<file path="src/rtl/handheld_console_timer_assert.svh">
// Assertion macros for the handheld console timer.
// Expects clk and rst_n in scope at the point of use.
`ifndef HANDHELD_CONSOLE_TIMER_ASSERT_SVH
`define HANDHELD_CONSOLE_TIMER_ASSERT_SVH

// same-cycle implication
`define HCT_ASSERT_NOW(lbl, ante, cons, msg) \
    lbl: assert property (@(posedge clk) disable iff (!rst_n) (ante) |-> (cons)) \
        else $error(msg);

// next-cycle implication
`define HCT_ASSERT_NEXT(lbl, ante, cons, msg) \
    lbl: assert property (@(posedge clk) disable iff (!rst_n) (ante) |=> (cons)) \
        else $error(msg);

`endif

</file>
<file path="src/rtl/hct_pkg.sv">
// Shared types and constants for the handheld console timer.
// No dependencies.
`timescale 1ns / 1ps

package hct_pkg;

    localparam logic [1:0] REQ_TICK  = 2'd0;
    localparam logic [1:0] REQ_READ  = 2'd1;
    localparam logic [1:0] REQ_WRITE = 2'd2;

    localparam logic [1:0] SEL_DIV  = 2'd0;
    localparam logic [1:0] SEL_TIMA = 2'd1;
    localparam logic [1:0] SEL_TMA  = 2'd2;
    localparam logic [1:0] SEL_TAC  = 2'd3;

    localparam logic [1:0] RATE_1024 = 2'd0;
    localparam logic [1:0] RATE_16   = 2'd1;
    localparam logic [1:0] RATE_64   = 2'd2;
    localparam logic [1:0] RATE_256  = 2'd3;

    localparam int TAC_EN_BIT = 2;

    typedef struct packed {
        logic [1:0] req_type;
        logic [5:0] cycles;
        logic [1:0] reg_sel;
        logic [7:0] write_data;
    } req_t;

    typedef struct packed {
        logic [7:0] read_data;
        logic       timer_irq;
    } rsp_t;

    typedef enum logic [1:0] {
        ST_IDLE,
        ST_STEP,
        ST_OUT
    } state_t;

    typedef struct packed {
        logic load;
        logic tick;
        logic step;
    } cmd_t;

    typedef struct packed {
        logic due;
    } status_t;

    function automatic logic [10:0] tima_period(input logic [1:0] rate);
        logic [10:0] p;
        unique case (rate)
            RATE_16:  p = 11'd16;
            RATE_64:  p = 11'd64;
            RATE_256: p = 11'd256;
            default:  p = 11'd1024;
        endcase
        return p;
    endfunction

endpackage

</file>
<file path="src/rtl/handheld_console_timer.sv">
// Handheld console timer top level: DIV, TIMA, TMA and TAC behind a word channel.
// Depends on hct_pkg, hct_ctrl and hct_dp.
`timescale 1ns / 1ps

// One request word at a time, one response word per request. A register read or
// write is taken and its response is offered in the cycle after; the block
// stays busy until that response is taken, which an output stall can delay.
// A tick makes N TIMA steps, where N is the number of steps its cycles produce:
// TIMA advances once per clock while a step is due, through a single prescaler
// subtract and incrementer. With the fastest rate N is at most 4 per tick, but
// after TAC is changed to a shorter period the next tick may step up to 67 times.
// A new request is accepted once the previous response has been taken.

module handheld_console_timer (
    input  logic          clk,
    input  logic          rst_n,
    input  logic          req_valid,
    output logic          req_stall,
    input  hct_pkg::req_t req,
    output logic          rsp_valid,
    input  logic          rsp_stall,
    output hct_pkg::rsp_t rsp
);
    import hct_pkg::*;

    cmd_t    cmd;
    status_t status;
    logic    req_tick;

    assign req_tick = (req.req_type == REQ_TICK);

    hct_ctrl u_ctrl (
        .clk       (clk),
        .rst_n     (rst_n),
        .req_valid (req_valid),
        .req_tick  (req_tick),
        .req_stall (req_stall),
        .rsp_valid (rsp_valid),
        .rsp_stall (rsp_stall),
        .status    (status),
        .cmd       (cmd)
    );

    hct_dp u_dp (
        .clk    (clk),
        .rst_n  (rst_n),
        .cmd    (cmd),
        .req    (req),
        .status (status),
        .rsp    (rsp)
    );

endmodule

</file>
<file path="src/rtl/hct_dp.sv">
// Timer datapath: DIV/TIMA/TMA/TAC registers, prescalers, result word.
// Depends on hct_pkg.
`timescale 1ns / 1ps

module hct_dp (
    input  logic          clk,
    input  logic          rst_n,
    input  hct_pkg::cmd_t    cmd,
    input  hct_pkg::req_t    req,
    output hct_pkg::status_t status,
    output hct_pkg::rsp_t    rsp
);
    import hct_pkg::*;

    logic [8:0]  div_pre_reg,  div_pre_next;
    logic [7:0]  div_reg,      div_next;
    logic [10:0] tima_pre_reg, tima_pre_next;
    logic [7:0]  tima_reg,     tima_next;
    logic [7:0]  tma_reg,      tma_next;
    logic [2:0]  tac_reg,      tac_next;
    logic [7:0]  rdata_reg,    rdata_next;
    logic        irq_reg,      irq_next;

    logic [9:0]  div_sum;
    logic [11:0] tima_sum;
    logic [10:0] period;
    logic [7:0]  read_mux;

    assign period     = tima_period(tac_reg[1:0]);
    assign status.due = tac_reg[TAC_EN_BIT] && (tima_pre_reg >= period);
    assign div_sum    = {1'b0, div_pre_reg} + {4'd0, req.cycles};
    assign tima_sum   = {1'b0, tima_pre_reg} + {6'd0, req.cycles};

    always_comb
    begin
        unique case (req.reg_sel)
            SEL_DIV:  read_mux = div_reg;
            SEL_TIMA: read_mux = tima_reg;
            SEL_TMA:  read_mux = tma_reg;
            default:  read_mux = {5'd0, tac_reg};
        endcase
    end

    always_comb
    begin
        div_pre_next  = div_pre_reg;
        div_next      = div_reg;
        tima_pre_next = tima_pre_reg;
        tima_next     = tima_reg;
        tma_next      = tma_reg;
        tac_next      = tac_reg;
        rdata_next    = rdata_reg;
        irq_next      = irq_reg;

        if (cmd.load)
        begin
            rdata_next = 8'd0;
            irq_next   = 1'b0;
            if (cmd.tick)
            begin
                if (div_sum >= 10'd256)
                begin
                    div_pre_next = 9'(div_sum - 10'd256);
                    div_next     = div_reg + 8'd1;
                end
                else
                begin
                    div_pre_next = div_sum[8:0];
                end
                if (tac_reg[TAC_EN_BIT])
                begin
                    tima_pre_next = tima_sum[10:0];
                end
            end
            else if (req.req_type == REQ_READ)
            begin
                rdata_next = read_mux;
            end
            else if (req.req_type == REQ_WRITE)
            begin
                unique case (req.reg_sel)
                    SEL_DIV:
                    begin
                        div_next     = 8'd0;
                        div_pre_next = 9'd0;
                    end
                    SEL_TIMA: tima_next = req.write_data;
                    SEL_TMA:  tma_next  = req.write_data;
                    default:  tac_next  = req.write_data[2:0];
                endcase
            end
        end
        else if (cmd.step)
        begin
            tima_pre_next = tima_pre_reg - period;
            if (tima_reg == 8'hff)
            begin
                tima_next = tma_reg;
                irq_next  = 1'b1;
            end
            else
            begin
                tima_next = tima_reg + 8'd1;
            end
        end
    end

    always_ff @(posedge clk or negedge rst_n)
    begin
        if (!rst_n)
        begin
            div_pre_reg  <= '0;
            div_reg      <= '0;
            tima_pre_reg <= '0;
            tima_reg     <= '0;
            tma_reg      <= '0;
            tac_reg      <= '0;
        end
        else
        begin
            div_pre_reg  <= div_pre_next;
            div_reg      <= div_next;
            tima_pre_reg <= tima_pre_next;
            tima_reg     <= tima_next;
            tma_reg      <= tma_next;
            tac_reg      <= tac_next;
        end
    end

    always_ff @(posedge clk)
    begin
        rdata_reg <= rdata_next;
        irq_reg   <= irq_next;
    end

    assign rsp.read_data = rdata_reg;
    assign rsp.timer_irq = irq_reg;

endmodule

</file>
<file path="src/rtl/hct_ctrl.sv">
// Timer controller: sequences word accept, TIMA stepping and result handoff.
// Depends on hct_pkg and handheld_console_timer_assert.svh.
`timescale 1ns / 1ps
`include "handheld_console_timer_assert.svh"

module hct_ctrl (
    input  logic             clk,
    input  logic             rst_n,
    input  logic             req_valid,
    input  logic             req_tick,
    output logic             req_stall,
    output logic             rsp_valid,
    input  logic             rsp_stall,
    input  hct_pkg::status_t status,
    output hct_pkg::cmd_t    cmd
);
    import hct_pkg::*;

    state_t state_reg, state_next;

    always_comb
    begin
        state_next = state_reg;
        unique case (state_reg)
            ST_IDLE:
            begin
                if (req_valid)
                begin
                    state_next = req_tick ? ST_STEP : ST_OUT;
                end
            end
            ST_STEP:
            begin
                if (!status.due)
                begin
                    state_next = ST_OUT;
                end
            end
            ST_OUT:
            begin
                if (!rsp_stall)
                begin
                    state_next = ST_IDLE;
                end
            end
            default: state_next = ST_IDLE;
        endcase
    end

    always_comb
    begin
        req_stall = 1'b1;
        rsp_valid = 1'b0;
        cmd       = '0;
        unique case (state_reg)
            ST_IDLE:
            begin
                req_stall = 1'b0;
                cmd.load  = req_valid;
                cmd.tick  = req_tick;
            end
            ST_STEP:
            begin
                cmd.step = status.due;
            end
            ST_OUT:
            begin
                rsp_valid = 1'b1;
            end
            default:
            begin
                req_stall = 1'b1;
            end
        endcase
    end

    always_ff @(posedge clk or negedge rst_n)
    begin
        if (!rst_n)
        begin
            state_reg <= ST_IDLE;
        end
        else
        begin
            state_reg <= state_next;
        end
    end

    `HCT_ASSERT_NOW(a_one_at_a_time, rsp_valid, req_stall, "result pending while accepting")
    `HCT_ASSERT_NOW(a_step_in_loop, cmd.step, state_reg == ST_STEP && !cmd.load, "stray step")
    `HCT_ASSERT_NEXT(a_load_leaves_idle, cmd.load, state_reg != ST_IDLE, "load did not start")
    `HCT_ASSERT_NEXT(a_read_no_loop, cmd.load && !cmd.tick, rsp_valid, "access skipped result")

endmodule
</file>
<file path="config.mk">
export PLATFORM = sky130hd
export DESIGN_NAME = handheld_console_timer
export DESIGN_NICKNAME = d
export VERILOG_FILES = /design/src/rtl/hct_pkg.sv /design/src/rtl/handheld_console_timer.sv /design/src/rtl/hct_dp.sv /design/src/rtl/hct_ctrl.sv
export VERILOG_INCLUDE_DIRS = /design/src /design/src/rtl
export SDC_FILE = /design/constraint.sdc
export NUM_CORES = 1
export LEC_CHECK = 0
export BUFFER_PORTS_ARGS = -buffer_cell sky130_fd_sc_hd__buf_2
export CORE_MARGIN = 1.5
export CORE_UTILIZATION = 40
export CTS_CLUSTER_DIAMETER = 200
export DETAILED_ROUTE_END_ITERATION = 10
export RECOVER_POWER = 25
export SLEW_MARGIN = 0
export SYNTH_ARGS = -nofsm -noshare
export SYNTH_HDL_FRONTEND = slang
export SYNTH_HIERARCHICAL = 1
export SYNTH_SLANG_ARGS = --single-unit
export TNS_END_PERCENT = 100
</file>
<file path="constraint.sdc">
create_clock -name clk -period 3 [get_ports clk]
set_input_delay 0.3 -clock clk [delete_from_list [all_inputs] [get_ports clk]]
set_output_delay 0.3 -clock clk [all_outputs]
set_load 0.02 [all_outputs]
</file>
# Yosys cells after proc, flatten, opt, wreduce, memory -nomap -nowiden
# Cells that the tools add are included.
[totals]
n_memories = 0
inputBits = 22
reg_bits = 58
mem_bits_rw = 0
latchBits = 0
output_inout_bits = 11
mem_bits_ro = 0
elab_cells = 90
[classes]
multipliers = 0
mux = 32
n_lt_le_gt_ge = 2
reduce_logical = 17
eq_ne = 21
add_sub_neg = 6
shifts = 0
div = 0
bitwise = 3
[ops]
columns = ["op", "n"]
rows = [
  ["2-to-1 mux 8 bit", 12],
  ["2-to-1 mux 9 bit", 5],
  ["2-to-1 mux 11 bit", 4],
  ["one-hot mux 11 bit (3 select lines)", 1],
  ["one-hot mux 8 bit (3 select lines)", 1],
  ["AND reduction 5 bit", 4],
  ["adder 8 x 1 -> 8 bit (second input constant)", 2],
  ["inequality test 2 bit (second input constant)", 7],
  ["adder 11 x 6 -> 11 bit", 1],
  [">= comparator 11 bit", 1],
  ["subtractor 11 bit", 1],
  ["adder 9 x 6 -> 10 bit", 1],
  ["equality test 2 bit (second input constant)", 5],
  [">= comparator 10 x 9 -> 1 bit (second input constant)", 1],
  ["2-to-1 mux 2 bit", 5],
  ["subtractor 9 bit (second input constant)", 1],
  ["equality test 2 x 1 -> 1 bit (second input constant)", 4],
  ["equality test 8 bit (second input constant)", 1],
  ["inequality test 2 x 1 -> 1 bit (second input constant)", 4],
  ["logical NOT 2 bit", 3],
  ["one-hot mux 2 bit (3 select lines)", 1],
  ["AND reduction 3 bit", 2],
  ["nonzero test 2 bit", 3],
  ["AND reduction 4 bit", 1],
  ["other kinds (6)", 10],
]

# Longest topological paths before layout
# Gate-level depths: netlist (run 1).
[logic_depth]
depth_word = 7
depth_mapped = 15

# Cells and area by module
# The synthesis (run 1) kept the hierarchy.
[by_module_without_submodules]
columns = ["module", "seq_area_each_um2", "instances", "area_each_um2", "cells_each"]
rows = [
  ["hct_dp", 1436.4, 1, 3837.4, 401],
  ["hct_ctrl", 50.0, 1, 128.9, 16],
  ["handheld_console_timer", 0.0, 1, 3.8, 1],
]

# Worst setup path after synthesis (run 1)
# OpenSTA, ideal clock, no wires.
[synth_timing]
path_type = "reg2reg"
startpoint = "reg u_dp.tac_reg[0]"
endpoint = "reg u_dp.tima_reg[2]"
stages_incl_launch_ff = 16
path_buffers = 1
path_slack_ns = 0.327
arrival_ns = 2.554
synth_period_minus_slack_ns = 2.673
cell_sequence = "dfrtp_1 nand2b_1 ha_1 nor4bb_1 a211oi_1 o21ai_0 a21oi_1 nor2b_1 nand2_1 nor2_1 nor2b_1 buf_2 a31oi_2 a211oi_1 nor2_1 o21a_1"
[synth_lines]
columns = ["item", "line", "source"]
rows = [
  ["start, declared", "hct_dp.sv:20", "logic [2:0] tac_reg, tac_next;"],
  ["start signal, assigned", "hct_dp.sv:126", "tac_reg <= tac_next;"],
  ["end signal, assigned", "hct_dp.sv:124", "tima_reg <= tima_next;"],
  ["end, declared", "hct_dp.sv:18", "logic [7:0] tima_reg, tima_next;"],
]

==> results of run 1 <==
==> cells in the mapped netlist (all sizes together), types with 2 or more instances <==
cell and count:
xnor2 2, o22ai 2, edfxtp 8, mux2 12, nand4 4, and4 3
fa 2, nor2 42, clkbuf 3, nor3 12, o21ai 24, nor4 4
o2111ai 2, nor2b 13, or3b 2, o211ai 3, xor2 8, buf 14
nor4b 3, or4 2, nand2b 2, a311o 2, nand2 35, dfrtp 49
a2111oi 2, a211o 4, o21a 5, or2 4, a21oi 28, nand3 11
inv 21, a31oi 6, and3 10, mux4 3, and2 2, o31a 2
o31ai 3, ha 19, a221o 2, nand3b 4, a32oi 2, o311ai 2
mux2i 9, a211oi 8
==> logic make-up (layout without fill, tap and decap cells) <==
family          count (synthesis)  after routing  share of synthesized area
flops                          58             58                      0.374
xor+xnor                       10             10                     0.0221
compound gates                109            109                      0.190
mux                            24             24                     0.0747
buf+inv                        38             80                     0.0498
simple gates                  158            158                      0.219
fa+ha+maj                      21             21                     0.0700
==> metrics by stage <==
step / area [um^2] / instances
final: 4520 / 593
after CTS: 4500 / 593
after global placement: 4260 / 577
after global routing: 4520 / 593
after detailed placement: 4260 / 577
after floorplan: 3970 / 418
==> how the worst max path moves through the flow <==
| stage | cells after the start | slack (ns) | to |
|---|---|---|---|
| 2_1_floorplan | 15 | 0.33 | u_dp/tima_reg[2] |
| 3_3_place_gp | 14 | 0.14 | u_dp/tima_reg[2] |
| 3_5_place_dp | 14 | 0.08 | u_dp/tima_reg[2] |
| 4_1_cts | 14 | 0.06 | u_dp/tima_reg[2] |
| 5_1_grt | 14 | -0.03 | u_dp/tima_reg[2] |
| 6_report | 14 | 0.21 | u_dp/tima_reg[2] |
==> final cells by class <==
| type | count | area (um^2) |
|---|---|---|
| Fill cell | 933 | 5160 |
| Multi-Input combinational cell | 322 | 2310 |
| Sequential cell | 58 | 1490 |
| Timing Repair Buffer | 43 | 238 |
| Tap cell | 133 | 166 |
| Clock buffer | 9 | 124 |
| Clock inverter | 7 | 118 |
| Inverter | 21 | 78.8 |
==> routing by layer <==
layer  share of wire  vias to the layer above  track usage
li1                -                     1620            -
met5               0                        -            0
met3           0.040                       11       0.0373
met4           0.010                        0       0.0601
met1            0.48                     1596        0.263
met2            0.47                       77        0.308
==> cells in the final DEF, fill, tap and decap left out, types with 5 or more instances in the layout <==
cell type,n
nand3_1,11
o21a_1,5
dfrtp_1,49
buf_2,31
a21oi_1,28
buf_4,10
clkbuf_8,9
nand2_1,33
a31oi_1,5
o21ai_0,16
xor2_1,8
mux2_2,11
inv_1,21
edfxtp_1,8
and3_1,9
nor2b_1,11
nor3_1,11
o21ai_1,8
a211oi_1,8
mux2i_1,9
nor2_1,41
ha_1,19
==> critical path, stage by stage (launching register included) <==
cell      delay (ns)
dfrtp_1         0.42
nand2b_1        0.16
ha_1            0.35
nor4bb_2        0.33
a211oi_1        0.11
o21ai_0         0.09
a21oi_1         0.09
nor2b_1         0.13
nand2_1         0.08
nor2_1          0.13
nor2b_4         0.21
a31oi_2         0.08
a211oi_1        0.25
nor2_1          0.08
o21a_1          0.17
==> what timing repair did <==
| action | 4_1_cts | 5_1_grt |
|---|---|---|
| hold buffers | 0 | 0 |
| setup endpoints to repair | 0 | 13 |
| gates resized for setup | 0 | 5 |
==> power by group <==
part	switching [uW]	total, uW	internal (uW)
Sequential	250	1270	1020
Clock	336	886	550
Combinational	717	1340	623
==> results.md, run 1 <==
* Crit path launch: u_dp/tac_reg[0]
* Final setup fails at 0
* Worst-margin pin slew at 1.81 ns
* Worst clock skew at between 0.007 and 0.008 ns
* Detail Placement HPWL at between 7 and 8 mm
* Post-synthesis sequential area ratio at 0.374
* Synth async-reset ratio at 0.845
* CTS clk-pin slew, worst paths at 0.07 ns
* Die Area at 10500 um^2
* Io pins at 33
* Vias post-DR at between 3000 and 4000
* CP max FO at 6
* Largest cells by area after synthesis: dfrtp_1 (31%), edfxtp_1 (6.1%), ha_1 (6.0%), nor2_1 (4.0%), a21oi_1 (3.5%)
* FF-to-FF path depth at 14
* Vias in the first global route at between 3000 and 4000
* Die height at slightly above 100 um
* GPL Wtd Cong at between 0.9 and 1
* Layout area overhead at 14.0%
* Avg Vias per Cell at between 5 and 6
* Initial antenna violation count at 0
* H-tree depth at 3
* Hold worst-path end: u_ctrl/state_reg[1]
* DR WL/cell at roughly 16 um
* Initial Util at 0.410
* Syn_area_per_cell at about 9.5 um^2
* Post-route core utilization at 0.467
* RSZ-0062 raised after global routing: yes
* FF-to-FF End: u_dp/tima_reg[2]
* Layout cells sized above 1 at 0.209
* Final hold violations at 0
* Largest net degree at the start of global routing at 33
* Area share of the largest cell type after synthesis at 0.309
* All-layer global routing usage at 0.192
* Worst vdd ir at just over 0.3 mV
* Synth Register Bits at 58
* Core area at 9680 um^2
* Post-synth net total at approximately 460
* DP Worst Slack at about 0.08 ns
* Post-synth EDFFs at 8
* Critical Path RT at approximately 3.2 ns
* TritonCTS Buffers at 9
* Fin Setup TNS at 0 ns
* Hold WC Path Type: input port to flip-flop
* Headroom to the max-slew limit at -0.204
* Worst hold margin at between 0.2 and 0.25 ns
* Yosys top cell by area: dfrtp_1
* Cell area after synthesis at a little under 4000 um^2
* PortBufs at 32
* Detail Route Antenna Nets at 0
* Post-CTS setup buffer count at 0
* Post-route minimum period at ~2.8 ns
* Synthesis Warnings at 6
* R2r startpoint: u_dp/tac_reg[0]
* Hold wc startpoint: rsp_stall
* Setup WS post-layout at approximately 0.21 ns
* CP arrival at around 3.0 ns
* # DRC at 0
* Clock root buffer: clkbuf_8
* Hold path depth at 3
* Leak Pwr at 0.00199 uW
* Largest register FFs at 11
* First DRT Iteration DRCs at 140
* Die X-Extent at 103 um
* Failing checks: capacitance limit, slew limit
* 1st-pass router iterations at 4
* CTS Sinks at 58
* Dominant synthesized flop cell: dfrtp_1
* Post-Route WL at ~9.5 mm
* First-pass GRT wire length at about 16 mm
* Worst-case clock buffer depth at 2
* Total gr overflow at 0
* Final nets at between 400 and 500
* Count of different cell masters after synthesis at slightly above 80
* CTS tree: done
* # rows at 36
* Cells after Synth at roughly 420
* Power Density at around 770 nW/um^2
* FF-to-FF setup slack at around 0.21 ns
* Outcome: complete, but fails checks
* Diodes inserted at 0
* Fmax at about 360 MHz
* Critical path capture point type: flip-flop
* Post-route clock period utilization at 0.930
* Worst-skew pair later-pin latency at 0.34 ns
* Max-cap violations at 1
* Overall Power at around 3500 uW
* Startpoint types: flip-flop
* Slew Limit Fails at 33
* Setup CP Type: flip-flop to flip-flop
(Power assumes the default switching activity.)
==> inputs of run 2 (changes only) <==
Settings changed: ABC_AREA set to 1.
==> run 2 against run 1 <==
Net effect: the flow now finishes without violations; combinational power increased by 25%; setup slack better by 0.22 ns; sequential cell count is the same; via count up 13%; critical endpoint is now u_dp/tima_reg[1]; die area rose by 3.0%; highest routed layer unchanged; critical path type unchanged; largest cell class unchanged; clock power down 6.4%; largest power group unchanged; fmax grew 8.5%.
==> results.md, run 2 <==
* Outcome: finished clean
* CTS Sinks at 58
* Post-route clock period utilization at 0.857
* Startpoint types: flip-flop
* Highest-count cells in the layout ignoring fill and taps: nand2_1 (167), inv_1 (63), nand3_1 (50)
* First-pass GRT wire length at 16.7 mm
* Vias post-DR at approximately 3700
* Top-count cell post-synth: nand2_1
* Largest cells by area after synthesis: dfrtp_1 (30%), nand2_1 (15%), nand3_1 (6.1%), edfxtp_1 (5.9%), ha_1 (5.8%)
* Post-synth net total at approximately 600
* Worst-skew pair later-pin latency at between 0.3 and 0.4 ns
* Post-route minimum period at ~2.6 ns
* Initial Util at 0.415
* Cell area after synthesis at just over 4000 um^2
* CTS tree: done
* CP max FO at 9
* Fmax at 389 MHz
* # rows at 36
* Final hold violations at 0
* Syn_area_per_cell at ~7.3 um^2
* Initial antenna violation count at 0
* Post-synth EDFFs at 8
* Max-cap violations at 0
* Die X-Extent at about 100 um
* Fin Setup TNS at 0 ns
* Post-synthesis sequential area ratio at 0.363
* TritonCTS Buffers at 9
* DR WL/cell at 13.2 um
* Critical Path RT at 3.23 ns
* Most common cell after layout, fill and taps aside: nand2_1
* Largest register FFs at 11
* Leak Pwr at between 0.002 and 0.0025 uW
* Avg Vias per Cell at approximately 5
* Final nets at approximately 640
* Detail Placement HPWL at roughly 7.2 mm
* Worst hold margin at ~0.22 ns
* Final setup fails at 0
* Critical path capture point type: flip-flop
* Total gr overflow at 0
* Slew Limit Fails at 0
* Die height at approximately 100 um
* Clock root buffer: clkbuf_8
* Synth Register Bits at 58
* Dominant synthesized flop cell: dfrtp_1
* Io pins at 33
* Top cells by count, synth: nand2_1 (167), inv_1 (63), nand3_1 (50)
* Headroom to the max-slew limit at 0.130
* CTS clk-pin slew, worst paths at ~0.080 ns
* Layout cells sized above 1 at 0.154
* Die Area at about 11000 um^2
* Vias in the first global route at roughly 3500
* All-layer global routing usage at 0.191
* PortBufs at 32
* Synth async-reset ratio at 0.845
* Worst-margin pin slew at 1.31 ns
* Overall Power at between 3000 and 4000 uW
* Worst vdd ir at between 0.2 and 0.3 mV
* Core area at slightly below 10000 um^2
* Post-Route WL at roughly 9.6 mm
* Setup WS post-layout at roughly 0.43 ns
* DP Worst Slack at ~0.45 ns
* Power Density at around 840 nW/um^2
* # DRC at 0
* PostCTS Resize Cnt at 0
* First DRT Iteration DRCs at around 190
* Layout area overhead at 12.1%
* Area share of the largest cell type after synthesis at 0.300
* GPL Wtd Cong at 0.933
* Synthesis Warnings at 6
* Detail Route Antenna Nets at 0
* Worst clock skew at 0.00948 ns
* Cells after Synth at between 500 and 600
* RSZ-0062 raised after global routing: no
* Hold WC Path Type: input port to flip-flop
* Setup CP Type: flip-flop to flip-flop
* Diodes inserted at 0
* CP arrival at 2.80 ns
* 1st-pass router iterations at 5
* Hold buffer count at cts at 0
* Post-CTS setup buffer count at 0
* H-tree depth at 3
* Largest net degree at the start of global routing at 50
* Worst-case clock buffer depth at 2
* Count of different cell masters after synthesis at 46
* Yosys top cell by area: dfrtp_1
## run 2: cell count changes in the layout (fill, tap and decap cells not counted), sizes merged, moves of 12 or more
cell and change:
inv +54, nor2 +12, nand2 +142, nor2b -12, nand3 +42
## run 2: through the flow
step,cell area [um^2],cells,utilization
after floorplan,4090,559,-
final,4590,732,0.465
after CTS,4590,732,0.466
after detailed placement,4370,716,0.443
after global placement,4370,716,0.443
after global routing,4590,732,0.465
## run 2: kinds of logic (layout without fill, tap and decap cells)
logic type | after synthesis | count (layout) | share of synthesized area
multiplexers | 1 | 1 | 0.00275
XOR/XNOR | 9 | 9 | 0.0193
buffers and inverters | 84 | 124 | 0.0862
AO/OA/AOI/OAI | 86 | 86 | 0.127
AND/OR/NAND/NOR | 300 | 300 | 0.334
flip-flops | 58 | 58 | 0.363
adder cells (fa/ha/maj) | 21 | 21 | 0.0679
## run 2: power breakdown
part	switching, uW	internal [uW]	total [uW]	leakage, uW
logic	1050	637	1680	0.00153
registers	275	1070	1350	0.000716
clock network	356	473	829	0.000106
total	1680	2180	3860	0.00235
## run 2: per-layer routing
metal / up-vias / GRT usage / wire length [um]
met4: 0 / 0.0635 / 127
li1: 1887 / - / -
met5: - / 0 / 0
met1: 1703 / 0.263 / 4650
met2: 121 / 0.297 / 4250
met3: 13 / 0.0401 / 600
## run 2: area by class of cell
type / instances / area (um^2)
Sequential cell: 58 / 1490
Fill cell: 1001 / 5280
Timing Repair Buffer: 34 / 173
Tap cell: 133 / 166
Clock inverter: 7 / 101
Inverter: 74 / 283
Multi-Input combinational cell: 417 / 2260
Clock buffer: 9 / 124
## run 2: worst paths after layout
check	end	slack (ns)	start	depth (start not counted)
max	u_dp/tima_reg[1]	0.43	u_dp/tac_reg[0]	16
min	u_dp/tma_reg[6]	0.22	req[6]	3
max reg2reg	u_dp/tima_reg[1]	0.43	u_dp/tac_reg[0]	16
min reg2reg	u_dp/irq_reg	0.48	u_dp/irq_reg	1
max in group asynchronous	u_ctrl/state_reg[1]	1.89	rst_n	2
min in group asynchronous	u_dp/div_pre_reg[3]	0.32	rst_n	2
## run 2: critical path: stages (launching register included)
cell and delay, ns:
dfrtp_1 0.41, inv_1 0.10, nand2_1 0.06, ha_1 0.33
inv_1 0.08, nor4_1 0.16, nand2_1 0.10, nor2_1 0.11
nor2_1 0.05, nor2_1 0.10, nand3_1 0.13, inv_1 0.14
inv_1 0.10, o21ai_4 0.27, inv_4 0.10, a21oi_1 0.14
a21oi_1 0.08
